$ cat src/rtl/core/cs_pkg.sv
// Package for the comment stripper: item types, lexer modes and character codes.
`default_nettype none

package cs_pkg;

  typedef enum logic [1:0] {
    MODE_NORMAL = 2'd0,
    MODE_STRING = 2'd1,
    MODE_LINE   = 2'd2,
    MODE_BLOCK  = 2'd3
  } cs_mode_t;

  localparam logic [7:0] CH_SLASH  = 8'h2F;
  localparam logic [7:0] CH_STAR   = 8'h2A;
  localparam logic [7:0] CH_NL     = 8'h0A;
  localparam logic [7:0] CH_SPACE  = 8'h20;
  localparam logic [7:0] CH_BSLASH = 8'h5C;
  localparam logic [7:0] CH_DQUOTE = 8'h22;
  localparam logic [7:0] CH_SQUOTE = 8'h27;

  typedef struct packed {
    logic [7:0] in_byte;
    logic       last;
  } cs_in_t;

  typedef struct packed {
    logic [7:0] out_byte;
    logic       has_byte;
    logic       run_last;
    logic       stream_end;
  } cs_out_t;

  // All results caused by one input item.
  typedef struct packed {
    cs_out_t res0;
    cs_out_t res1;
    logic    two;
  } cs_entry_t;

endpackage

`default_nettype wire

$ cat src/rtl/core/cs_lexer.sv
// Lexer state and the combinational step that turns one item into its results.
`default_nettype none

module cs_lexer (
  input  wire logic              clk,
  input  wire logic              rst_n,
  input  wire logic              advance,
  input  wire cs_pkg::cs_in_t    item,
  output logic                   push,
  output cs_pkg::cs_entry_t      entry
);
  import cs_pkg::*;

  cs_mode_t   mode_r, mode_nxt;
  logic       quote_single_r, quote_single_nxt;
  logic       escape_r, escape_nxt;
  logic       slash_r, slash_nxt;
  logic       star_r, star_nxt;

  always_ff @(posedge clk) begin
    if (!rst_n) begin
      mode_r         <= MODE_NORMAL;
      quote_single_r <= 1'b0;
      escape_r       <= 1'b0;
      slash_r        <= 1'b0;
      star_r         <= 1'b0;
    end else if (advance) begin
      mode_r         <= mode_nxt;
      quote_single_r <= quote_single_nxt;
      escape_r       <= escape_nxt;
      slash_r        <= slash_nxt;
      star_r         <= star_nxt;
    end
  end

  always_comb begin
    logic [7:0] b;
    logic       last;
    logic [7:0] byte0;
    logic [7:0] byte1;
    logic [1:0] cnt;
    logic       do_normal;

    b         = item.in_byte;
    last      = item.last;
    byte0     = 8'h00;
    byte1     = 8'h00;
    cnt       = 2'd0;
    do_normal = 1'b0;

    mode_nxt         = mode_r;
    quote_single_nxt = quote_single_r;
    escape_nxt       = escape_r;
    slash_nxt        = slash_r;
    star_nxt         = star_r;

    unique case (mode_r)
      MODE_STRING: begin
        byte0 = b;
        cnt   = 2'd1;
        if (escape_r) begin
          escape_nxt = 1'b0;
        end else if (b == CH_BSLASH && !last) begin
          escape_nxt = 1'b1;
        end else if (b == (quote_single_r ? CH_SQUOTE : CH_DQUOTE)) begin
          mode_nxt = MODE_NORMAL;
        end
      end
      MODE_LINE: begin
        if (b == CH_NL) begin
          mode_nxt = MODE_NORMAL;
          byte0    = b;
          cnt      = 2'd1;
        end
      end
      MODE_BLOCK: begin
        if (star_r && b == CH_SLASH) begin
          mode_nxt = MODE_NORMAL;
          star_nxt = 1'b0;
        end else begin
          star_nxt = (b == CH_STAR);
        end
      end
      default: begin
        if (slash_r) begin
          slash_nxt = 1'b0;
          if (b == CH_SLASH) begin
            mode_nxt = MODE_LINE;
          end else if (b == CH_STAR) begin
            mode_nxt = MODE_BLOCK;
            star_nxt = 1'b0;
          end else begin
            byte0     = CH_SLASH;
            cnt       = 2'd1;
            do_normal = 1'b1;
          end
        end else begin
          do_normal = 1'b1;
        end
      end
    endcase

    if (do_normal) begin
      if (b == CH_DQUOTE || b == CH_SQUOTE) begin
        mode_nxt         = MODE_STRING;
        quote_single_nxt = (b == CH_SQUOTE);
        escape_nxt       = 1'b0;
        if (cnt == 2'd0) byte0 = b;
        else             byte1 = b;
        cnt = cnt + 2'd1;
      end else if (b == CH_SLASH && !last) begin
        slash_nxt = 1'b1;
      end else begin
        if (cnt == 2'd0) byte0 = b;
        else             byte1 = b;
        cnt = cnt + 2'd1;
      end
    end

    if (last && mode_nxt == MODE_BLOCK) begin
      if (cnt == 2'd0) byte0 = CH_SPACE;
      else             byte1 = CH_SPACE;
      cnt = cnt + 2'd1;
    end

    entry.res0.out_byte   = byte0;
    entry.res0.has_byte   = (cnt != 2'd0);
    entry.res0.run_last   = (cnt != 2'd2);
    entry.res0.stream_end = last && (cnt != 2'd2);
    entry.res1.out_byte   = byte1;
    entry.res1.has_byte   = 1'b1;
    entry.res1.run_last   = 1'b1;
    entry.res1.stream_end = last;
    entry.two             = (cnt == 2'd2);
    push                  = advance && (cnt != 2'd0 || last);

    if (last) begin
      mode_nxt         = MODE_NORMAL;
      quote_single_nxt = 1'b0;
      escape_nxt       = 1'b0;
      slash_nxt        = 1'b0;
      star_nxt         = 1'b0;
    end
  end

endmodule

`default_nettype wire

$ cat src/rtl/core/cs_result_fifo.sv
// Two-entry result queue that hands out the one or two results of each entry in turn.
`default_nettype none

module cs_result_fifo (
  input  wire logic              clk,
  input  wire logic              rst_n,
  input  wire logic              push,
  input  wire cs_pkg::cs_entry_t entry,
  output logic                   can_push,
  output logic                   out_valid,
  input  wire logic              out_ready,
  output cs_pkg::cs_out_t        out_data
);
  import cs_pkg::*;

  cs_entry_t  mem [2];
  logic       wr_ptr_r, wr_ptr_nxt;
  logic       rd_ptr_r, rd_ptr_nxt;
  logic [1:0] count_r, count_nxt;
  logic       sub_r, sub_nxt;
  logic       out_fire;
  logic       pop;
  cs_entry_t  head;

  assign head      = mem[rd_ptr_r];
  assign out_valid = (count_r != 2'd0);
  assign out_data  = sub_r ? head.res1 : head.res0;
  assign out_fire  = out_valid && out_ready;
  assign pop       = out_fire && (sub_r || !head.two);
  assign can_push  = (count_r != 2'd2) || pop;

  always_comb begin
    wr_ptr_nxt = push ? ~wr_ptr_r : wr_ptr_r;
    rd_ptr_nxt = pop ? ~rd_ptr_r : rd_ptr_r;
    count_nxt  = count_r + {1'b0, push} - {1'b0, pop};
    sub_nxt    = sub_r;
    if (pop) begin
      sub_nxt = 1'b0;
    end else if (out_fire) begin
      sub_nxt = 1'b1;
    end
  end

  always_ff @(posedge clk) begin
    if (!rst_n) begin
      wr_ptr_r <= 1'b0;
      rd_ptr_r <= 1'b0;
      count_r  <= 2'd0;
      sub_r    <= 1'b0;
    end else begin
      wr_ptr_r <= wr_ptr_nxt;
      rd_ptr_r <= rd_ptr_nxt;
      count_r  <= count_nxt;
      sub_r    <= sub_nxt;
    end
  end

  always_ff @(posedge clk) begin
    if (push) begin
      mem[wr_ptr_r] <= entry;
    end
  end

endmodule

`default_nettype wire

$ cat src/rtl/core/comment_stripper.sv
// Top level of the comment stripper: input register, lexer and result queue.
//
//   channel  direction  handshake             payload
//   in_      input      in_valid / in_ready   in_data  (in_byte, last)
//   out_     output     out_valid / out_ready out_data (out_byte, has_byte, run_last,
//                                                       stream_end)
//
// One item is taken per cycle while the queue has room; an item with two results hands
// them out one after the other, so a run of such items fills the queue and slows input.
// An item's first result is shown after the item is written into the result queue.
// Reset is synchronous and clears the lexer state and all valid flags.
// A stalled output fills the queue and then holds in_ready low without losing items.
`default_nettype none

module comment_stripper (
  input  wire logic            clk,
  input  wire logic            rst_n,
  input  wire logic            in_valid,
  output logic                 in_ready,
  input  wire cs_pkg::cs_in_t  in_data,
  output logic                 out_valid,
  input  wire logic            out_ready,
  output cs_pkg::cs_out_t      out_data
);
  import cs_pkg::*;

  logic      in_valid_r;
  cs_in_t    in_item_r;
  logic      advance;
  logic      can_push;
  logic      push;
  cs_entry_t entry;

  assign advance  = in_valid_r && can_push;
  assign in_ready = !in_valid_r || advance;

  always_ff @(posedge clk) begin
    if (!rst_n) begin
      in_valid_r <= 1'b0;
    end else if (in_ready) begin
      in_valid_r <= in_valid;
    end
  end

  always_ff @(posedge clk) begin
    if (in_ready && in_valid) begin
      in_item_r <= in_data;
    end
  end

  cs_lexer u_lexer (
    .clk     (clk),
    .rst_n   (rst_n),
    .advance (advance),
    .item    (in_item_r),
    .push    (push),
    .entry   (entry)
  );

  cs_result_fifo u_fifo (
    .clk       (clk),
    .rst_n     (rst_n),
    .push      (push),
    .entry     (entry),
    .can_push  (can_push),
    .out_valid (out_valid),
    .out_ready (out_ready),
    .out_data  (out_data)
  );

endmodule

`default_nettype wire

$ cat config.mk
export PLATFORM = sky130hd
export DESIGN_NAME = comment_stripper
export DESIGN_NICKNAME = d
export VERILOG_FILES = /design/src/rtl/core/cs_pkg.sv /design/src/rtl/core/cs_lexer.sv /design/src/rtl/core/cs_result_fifo.sv /design/src/rtl/core/comment_stripper.sv
export SDC_FILE = /design/constraint.sdc
export NUM_CORES = 1
export LEC_CHECK = 0
export ABC_CLOCK_PERIOD_IN_PS = 10450
export BUFFER_PORTS_ARGS = -buffer_cell sky130_fd_sc_hd__buf_2
export CAP_MARGIN = 20
export CELL_PAD_IN_SITES_DETAIL_PLACEMENT = 1
export CELL_PAD_IN_SITES_GLOBAL_PLACEMENT = 1
export CORE_MARGIN = 5
export CORE_UTILIZATION = 35
export CTS_CLUSTER_DIAMETER = 60
export DETAILED_ROUTE_END_ITERATION = 12
export PLACE_DENSITY = 0.68
export SYNTH_ARGS = -nofsm -noshare
export SYNTH_HDL_FRONTEND = slang
export SYNTH_HIERARCHICAL = 1
export SYNTH_SLANG_ARGS = --single-unit
$ cat constraint.sdc
create_clock -name clk -period 10.45 [get_ports clk]
set_input_delay 1.045 -clock clk [delete_from_list [all_inputs] [get_ports clk]]
set_output_delay 1.045 -clock clk [all_outputs]
set_load 0.03 [all_outputs]
# Yosys cells after proc, flatten, opt, wreduce, memory -nomap -nowiden
# Memories as Yosys holds them, arrays and structs flattened. A register that Yosys moved wholly into a read port is not among the register bits.
# Cells that the tools add are included.
# totals
mem_bits_rw	42
inputBits	13
reg_bits	21
mem_count	1
# classes
n_bitwise	3
eq_ne	16
n_mux	68
reduce_logical	31
n_addsub	4
# mem_list
name	depth	word_bits	rd	rd_clocked_by_memory_dff	write_ports	line_no	rtl
u_fifo.mem	2	21	1	1	1	cs_result_fifo.sv:16	cs_entry_t mem [2];
# op_table
op	count
two-way mux 8 bit	15
two-way mux 2 bit	17
equality test 8 x 6 -> 1 bit, second input constant	4
two-way mux 1 bit	29
one-hot mux 8 bit (3 select lines)	1
one-hot mux 2 bit (3 select lines)	2
two-way mux 11 bit	1
logical AND 1 bit	10
equality test 2 bit, second input constant	4
equality test 8 x 4 -> 1 bit, second input constant	1
equality test 8 x 7 -> 1 bit, second input constant	1
equality test 8 bit	1
nonzero test 2 bit	4
two-way mux 6 bit	1
nonzero test 3 bit	2
logical OR 1 bit	5
AND reduction 5 bit	1
adder 2 x 1 -> 2 bit, second input constant	2
zero test 2 bit	2
inequality test 2 bit, second input constant	2
OR reduction 2 bit	2
zero test 1 bit	3
two-way mux 3 bit	1
inequality test 3 bit, second input constant	1
8 further kinds	10

# Depth between registers and ports, before layout
# depth
word_depth	16
mapped_depth	14
ltp_nobuf	14

# Modules after synthesis
# The synthesis kept the hierarchy.
# modules_own_cells
module	instances	seq_area_each_um2	cells_each	area_per_inst_um2
cs_result_fifo	1	1501.4	92	1968.1
cs_lexer	1	120.1	170	1191.1
comment_stripper	1	290.3	15	335.3

# Worst setup path after synthesis
# Ideal clock, no wire load.
# synth_timing
path_type	register -> register
startpoint	register in_item_r[5] (netlist name)
endpoint	memory u_fifo/mem[0][0] (netlist name), enable pin
path_stages_with_launch	10
synth_period_minus_slack_ns	3.644
setup_time_ns	0.407
required_ns	10.043
path_buffers	1
t_arrival_ns	3.237
path_slack_ns	6.806
path_cell_list	edfxtp_1 or3b_1 buf_6 nor4_1 inv_1 ha_1 nor3_1 a21o_1 a21oi_1 nor2b_1
# synth_via
elab_chain_cells	16
elab_cells_between_ends	44
classes_between	2 x add/sub; 8 x eq/ne; 26 x mux; 8 x reduce/logical
# synth_lines
element	line_no	rtl
from (decl)	comment_stripper.sv:28	cs_in_t in_item_r;
from (signal assigned)	comment_stripper.sv:47	in_item_r <= in_data;
equality test 8 x 6 -> 1 bit	cs_lexer.sv:89	end else if (b == CH_STAR) begin
two-way mux 1 bit	cs_lexer.sv:89	
two-way mux 2 bit	cs_lexer.sv:87	if (b == CH_SLASH) begin
two-way mux 2 bit	cs_lexer.sv:85	if (slash_r) begin
one-hot mux 2 bit (3 select lines)	cs_lexer.sv:57	unique case (mode_r)
adder 2 x 1 -> 2 bit	cs_lexer.sv:110, cs_lexer.sv:116	
two-way mux 2 bit	cs_lexer.sv:111	end else if (b == CH_SLASH && !last) begin
two-way mux 2 bit	cs_lexer.sv:104	if (b == CH_DQUOTE || b == CH_SQUOTE) begin
two-way mux 2 bit	cs_lexer.sv:103	if (do_normal) begin
adder 2 x 1 -> 2 bit	cs_lexer.sv:123	cnt = cnt + 2'd1;
two-way mux 2 bit *	cs_lexer.sv:120	if (last && mode_nxt == MODE_BLOCK) begin
nonzero test 2 bit *	cs_lexer.sv:135	push = advance && (cnt != 2'd0 || last);
logical OR 1 bit *	cs_lexer.sv:135	
logical AND 1 bit *	cs_lexer.sv:135	
net push	comment_stripper.sv:31	logic push;
two-way mux 1 bit *	cs_result_fifo.sv:59	if (push) begin
two-way mux 1 bit (not written as such) *	cs_result_fifo.sv:60	mem[wr_ptr_r] <= entry;
to (decl)	cs_result_fifo.sv:16	
# Mark *: on every way through the listed nets, which the timed path passes. The rest lies on a longest branch.

# Worst setup path in the final report
# layout_timing
startpoint	register u_lexer.mode_r[0]
endpoint	memory u_fifo/mem[0][15] (netlist name), enable pin
# layout_via
elab_chain_cells	14
elab_cells_between_ends	30
classes_between	2 x add/sub; 4 x eq/ne; 19 x mux; 5 x reduce/logical
# layout_lines
element	line_no	rtl
from (decl)	cs_lexer.sv:14	cs_mode_t mode_r, mode_nxt;
from (signal assigned)	cs_lexer.sv:28	mode_r <= mode_nxt;
branches (longest 8 deep; another with adder 2 x 1 -> 2 bit)	n/a	
two-way mux 2 bit *	cs_lexer.sv:120	
nonzero test 2 bit *	cs_lexer.sv:135	
logical OR 1 bit *	cs_lexer.sv:135	
logical AND 1 bit *	cs_lexer.sv:135	
net push	comment_stripper.sv:31	
two-way mux 1 bit *	cs_result_fifo.sv:59	
two-way mux 1 bit (not written as such) *	cs_result_fifo.sv:60	
# Mark *: on every way through the listed nets, which the timed path passes.

==> results by stage <==
Clocking:
- The clock insertion delay at the later pin of the skew report is 0.33 ns.
- The buffer type at the clock tree root is clkbuf_8.
- Clock-pin slew was measured on the worst setup and hold paths at around 0.07 ns.
- The H-tree was split into 3 levels.
- The longest clock path from root to sink contains 2 buffers.
- The cts-stage hold buffer count is 0.
- The count of cells resized by post-cts repair is 0.
- TritonCTS built the clock tree.
- In this run, CTS created clock tree buffers numbering 9.
- Counting every sink on the clock net gives 68.
- The number of buffers inserted to repair setup after CTS is 0.

Die:
- The floorplan has 36 rows.
- The floorplan step defined a die boundary enclosing approximately 12,000 um2.
- Measured along the y axis, the die boundary spans between 100 and 150 um.
- The starting utilization of the core area is 0.358.
- In this run the count of I/O pins placed on the die edge is 26.
- The die boundary width is between 100 and 150 um.
- The placeable core region is between 9000 and 10,000 um2.

Routing:
- After detailed routing, the average wire length per cell comes to between 15 and 20 um.
- In this run the remaining antenna-violating nets after routing total 0.
- The residual DRC count is 0.
- The first detailed-routing pass ran for 4 iterations.
- The routed wire length is 7580 um.
- After the first detailed-routing iteration, the DRC count stood at between 100 and 150.
- The via density per instance is about 5.2.
- The number of vias after detailed routing is around 2,300.

Synth:
- The combined area of all synthesized cells is 3490 um2.
- Yosys printed 6 warnings.
- In this run, synthesis inferred 55 flip-flops with an integrated enable.
- The biggest area contributor in the post-synthesis netlist is edfxtp_1.
- The share of async-settable or async-resettable flops after synthesis is 0.
- Counting flops and latches in the post-synthesis netlist gives 68.
- Counting distinct cell types in the post-synthesis netlist gives 70.
- Sorting the synthesized cells by area gives the leading types as edfxtp_1 (47%), dfxtp_1 (7.4%), mux4_2 (6.4%), ha_1 (2.9%), nand2_1 (2.5%).
- The part of the Yosys area used for sequential elements is 0.547.
- The share of synthesized area in the top cell type comes to 0.473.
- Averaged over all synthesized cells, the footprint is between 10 and 15 um2.
- The most used flip-flop cell after synthesis is edfxtp_1.
- Synthesis produced a netlist whose cell count is roughly 280.

Timing:
- The final-report max-slew violation count is 0.
- The number of hold violations in the final report is 0.
- The maximum clock skew at final layout is between 0.009 and 0.01 ns.
- For this run, the top clock speed supported by timing is 273 MHz.
- In the finished design, the share of the clock period the worst path needs comes to 0.351.
- In the final timing run, aggregate negative setup slack is 0 ns.
- Measured against its own limit, the worst slew margin works out to 0.412.
- The final setup violation count is 0.
- Setup repair after global routing left no endpoint under its margin.
- For the pin with the worst max-slew slack, the measured transition is slightly below 0.9 ns.
- The time the final worst path needs with I/O delays and setup is between 3 and 4 ns.

Finish:
- At the end of the flow, the number of nets in the layout was between 300 and 400.
- The repair_antennas step left the layout with diodes totalling 0.
- From synthesis to final layout, the design area changed by 12.5%.
- In the final layout, the multi-input gates occupy between 1000 and 1500 um2.
- Counting the fill cells in the layout gives 1,060.
- After routing the design area is 3930 um2.
- Once layout is complete, the utilization of the core stands at 0.402.
- In the final layout, the share of cells above drive strength 1 is 0.239.
- The total area of sequential cells is around 1900 um2.

Worst setup path:
- At the worst endpoint, the required time is approximately 10 ns.
- The arrival time at the worst endpoint is approximately 3.7 ns.
- The nature of the critical path startpoint is a register.
- Along the worst path, the maximum fanout reaches 18.
- The worst setup path is of the reg2reg kind.
- The critical path endpoint category is a register.

Pwr:
- The design draws 0.000670 W.
- The sequential cell fraction of total power is 0.510.
- The ratio of total power to cell area is approximately 170 nW/um2.
- The power spent charging and discharging nets is 0.000205 W.
- Internal power comes to ~0.00046 W.
- Across the VDD grid, the largest voltage drop is between 0.06 and 0.07 mV.
- The power share of the combinational group is 0.212.
- The switching power share of the total is 0.306.
- The portion of total power attributed to the clock network is 0.279.
- The standby leakage power is 1.37 nW.

Worst hold path:
- The type of the tightest min-delay check is reg2reg.

Run status:
- The flow ran to the end, and the final reports show no timing, DRC or antenna violations.

Global route:
- The global-route wire length before repair is around 13,000 um.
- The overall fraction of global-route tracks in use is 0.138.
- The largest net degree at the start of global routing is 24.
- The via count of the first global-routing pass was between 2,000 and 2,500.
- The initial antenna violation count was 0.
- The total grt overflow is 0.

Place:
- The final estimated routing congestion in global placement is roughly 0.90.
- The placed instances occupy a cell area of 3730 um2.
- Input and output buffers added on the ports amount to 25.
- The HPWL after detailed placement is ~5800 um.

Run:
- Across the run, the number of max-cap violations was 0.
==> power groups by stage <==
stage	Combinational (W)	Sequential (W)	Clock [W]
2_1_floorplan	0.000123	0.000331	0
3_3_place_gp	0.000140	0.000348	0
3_5_place_dp	0.000143	0.000349	0
4_1_cts	0.000143	0.000343	0.000193
5_1_grt	0.000154	0.000346	0.000207
6_report	0.000142	0.000341	0.000187
==> layout by cell type (no fill, tap or decap), types with 2 or more instances in the layout <==
| cell | instances |
|---|---|
| nand4b_1 | 2 |
| a211oi_1 | 2 |
| and3_1 | 2 |
| a41o_1 | 2 |
| mux2i_1 | 6 |
| clkinv_4 | 2 |
| nand2_1 | 23 |
| nor3b_1 | 2 |
| dfxtp_1 | 13 |
| conb_1 | 2 |
| a21oi_1 | 8 |
| mux4_2 | 10 |
| inv_1 | 15 |
| ha_1 | 8 |
| clkbuf_8 | 9 |
| o21ai_0 | 8 |
| nor3_1 | 6 |
| clkinvlp_4 | 2 |
| nand4_1 | 3 |
| or3b_2 | 3 |
| o21a_1 | 2 |
| mux2_4 | 2 |
| a41oi_1 | 4 |
| and2_1 | 3 |
| buf_2 | 25 |
| edfxtp_1 | 55 |
| nand2b_1 | 4 |
| nor2b_1 | 6 |
| a21boi_0 | 4 |
| o221ai_1 | 2 |
| a211oi_2 | 2 |
| clkinv_2 | 2 |
| a211o_1 | 2 |
| xnor2_1 | 3 |
| nand3_1 | 3 |
| nor2_1 | 21 |
| a21o_1 | 3 |
==> layer usage <==
layer / part of all wire / track usage / wire length, um / up-vias
met1: 0.46 / 0.177 / 3480 / 1133
met3: 0.035 / 0.0305 / 263 / 6
met2: 0.49 / 0.221 / 3710 / 48
met5: 0 / 0 / 0 / -
li1: - / - / - / 1107
met4: 0.018 / 0.0614 / 136 / 0
==> logic make-up (layout without fill, tap and decap cells) <==
family,count (synthesis),in the layout,share of synthesized area
flip-flops,68,68,0.547
AO/OA/AOI/OAI,57,57,0.130
adder cells (fa/ha/maj),8,8,0.0286
AND/OR/NAND/NOR,92,92,0.146
XOR/XNOR,4,4,0.0100
other,1,2,0.00107
multiplexers,19,19,0.0977
buffers and inverters,28,59,0.0390
==> flip-flops by register name, summed over array words and instances, names as in the netlist, named ones only <==
name,flops
u_fifo/mem,46
in_item_r,9
u_fifo/count_r,2
u_lexer/mode_r,2
in_valid_r,1
u_fifo/rd_ptr_r,1
u_fifo/sub_r,1
u_fifo/wr_ptr_r,1
u_lexer/escape_r,1
u_lexer/quote_single_r,1
u_lexer/slash_r,1
u_lexer/star_r,1
==> cells in the mapped netlist, types with 6 or more instances <==
cell      instances
edfxtp_1         55
nand2_1          23
nor2_1           21
inv_1            15
dfxtp_1          13
mux4_2           10
a21oi_1           8
ha_1              8
o21ai_0           8
nor2b_1           7
mux2i_1           6
nor3_1            6
==> critical path, stage by stage (launching register included) <==
cell and delay (ns):
dfxtp_1 0.37, inv_1 0.13, ha_1 0.53, inv_1 0.14, a311oi_1 0.32, buf_4 0.25
nor2_1 0.10, inv_1 0.06, ha_1 0.18, nor3_1 0.06, a21o_1 0.22, a21oi_1 0.29
nor2b_2 0.45, buf_8 0.24
==> worst paths after layout <==
| path | from | to | slack [ns] | depth (start not counted) |
|---|---|---|---|---|
| max | u_lexer/mode_r[0]$_SDFFE_PN0P_ | u_fifo/mem[0][15]$_DFFE_PP_ | 6.79 | 13 |
| max reg2reg | u_lexer/mode_r[0]$_SDFFE_PN0P_ | u_fifo/mem[0][15]$_DFFE_PP_ | 6.79 | 13 |
| min reg2reg | u_fifo/rd_ptr_r$_SDFFE_PN0P_ | register | 0.48 | 2 |
| min | u_fifo/rd_ptr_r$_SDFFE_PN0P_ | register | 0.48 | 2 |
==> metrics by stage <==
stage / worst slack, ns / hold WS [ns] / cells
6_report: 6.79 / 0.484 / 442
5_1_grt: 6.39 / 0.509 / 442
3_5_place_dp: 6.50 / 0.478 / 425
3_3_place_gp: 6.59 / 0.464 / 424
2_1_floorplan: 6.81 / 0.438 / 278
4_1_cts: 6.46 / 0.490 / 441
==> area by class of cell <==
| cell class | instances | area share |
|---|---|---|
| flip-flops and latches | 68 | 0.486 |
| multi-input cells | 182 | 0.369 |
| repair buffers | 28 | 0.0445 |
| well taps | 133 | 0.0423 |
| clock buffers | 10 | 0.0325 |
| inverters | 15 | 0.0143 |
| clock inverters | 6 | 0.0108 |
(Power assumes the default switching activity.)
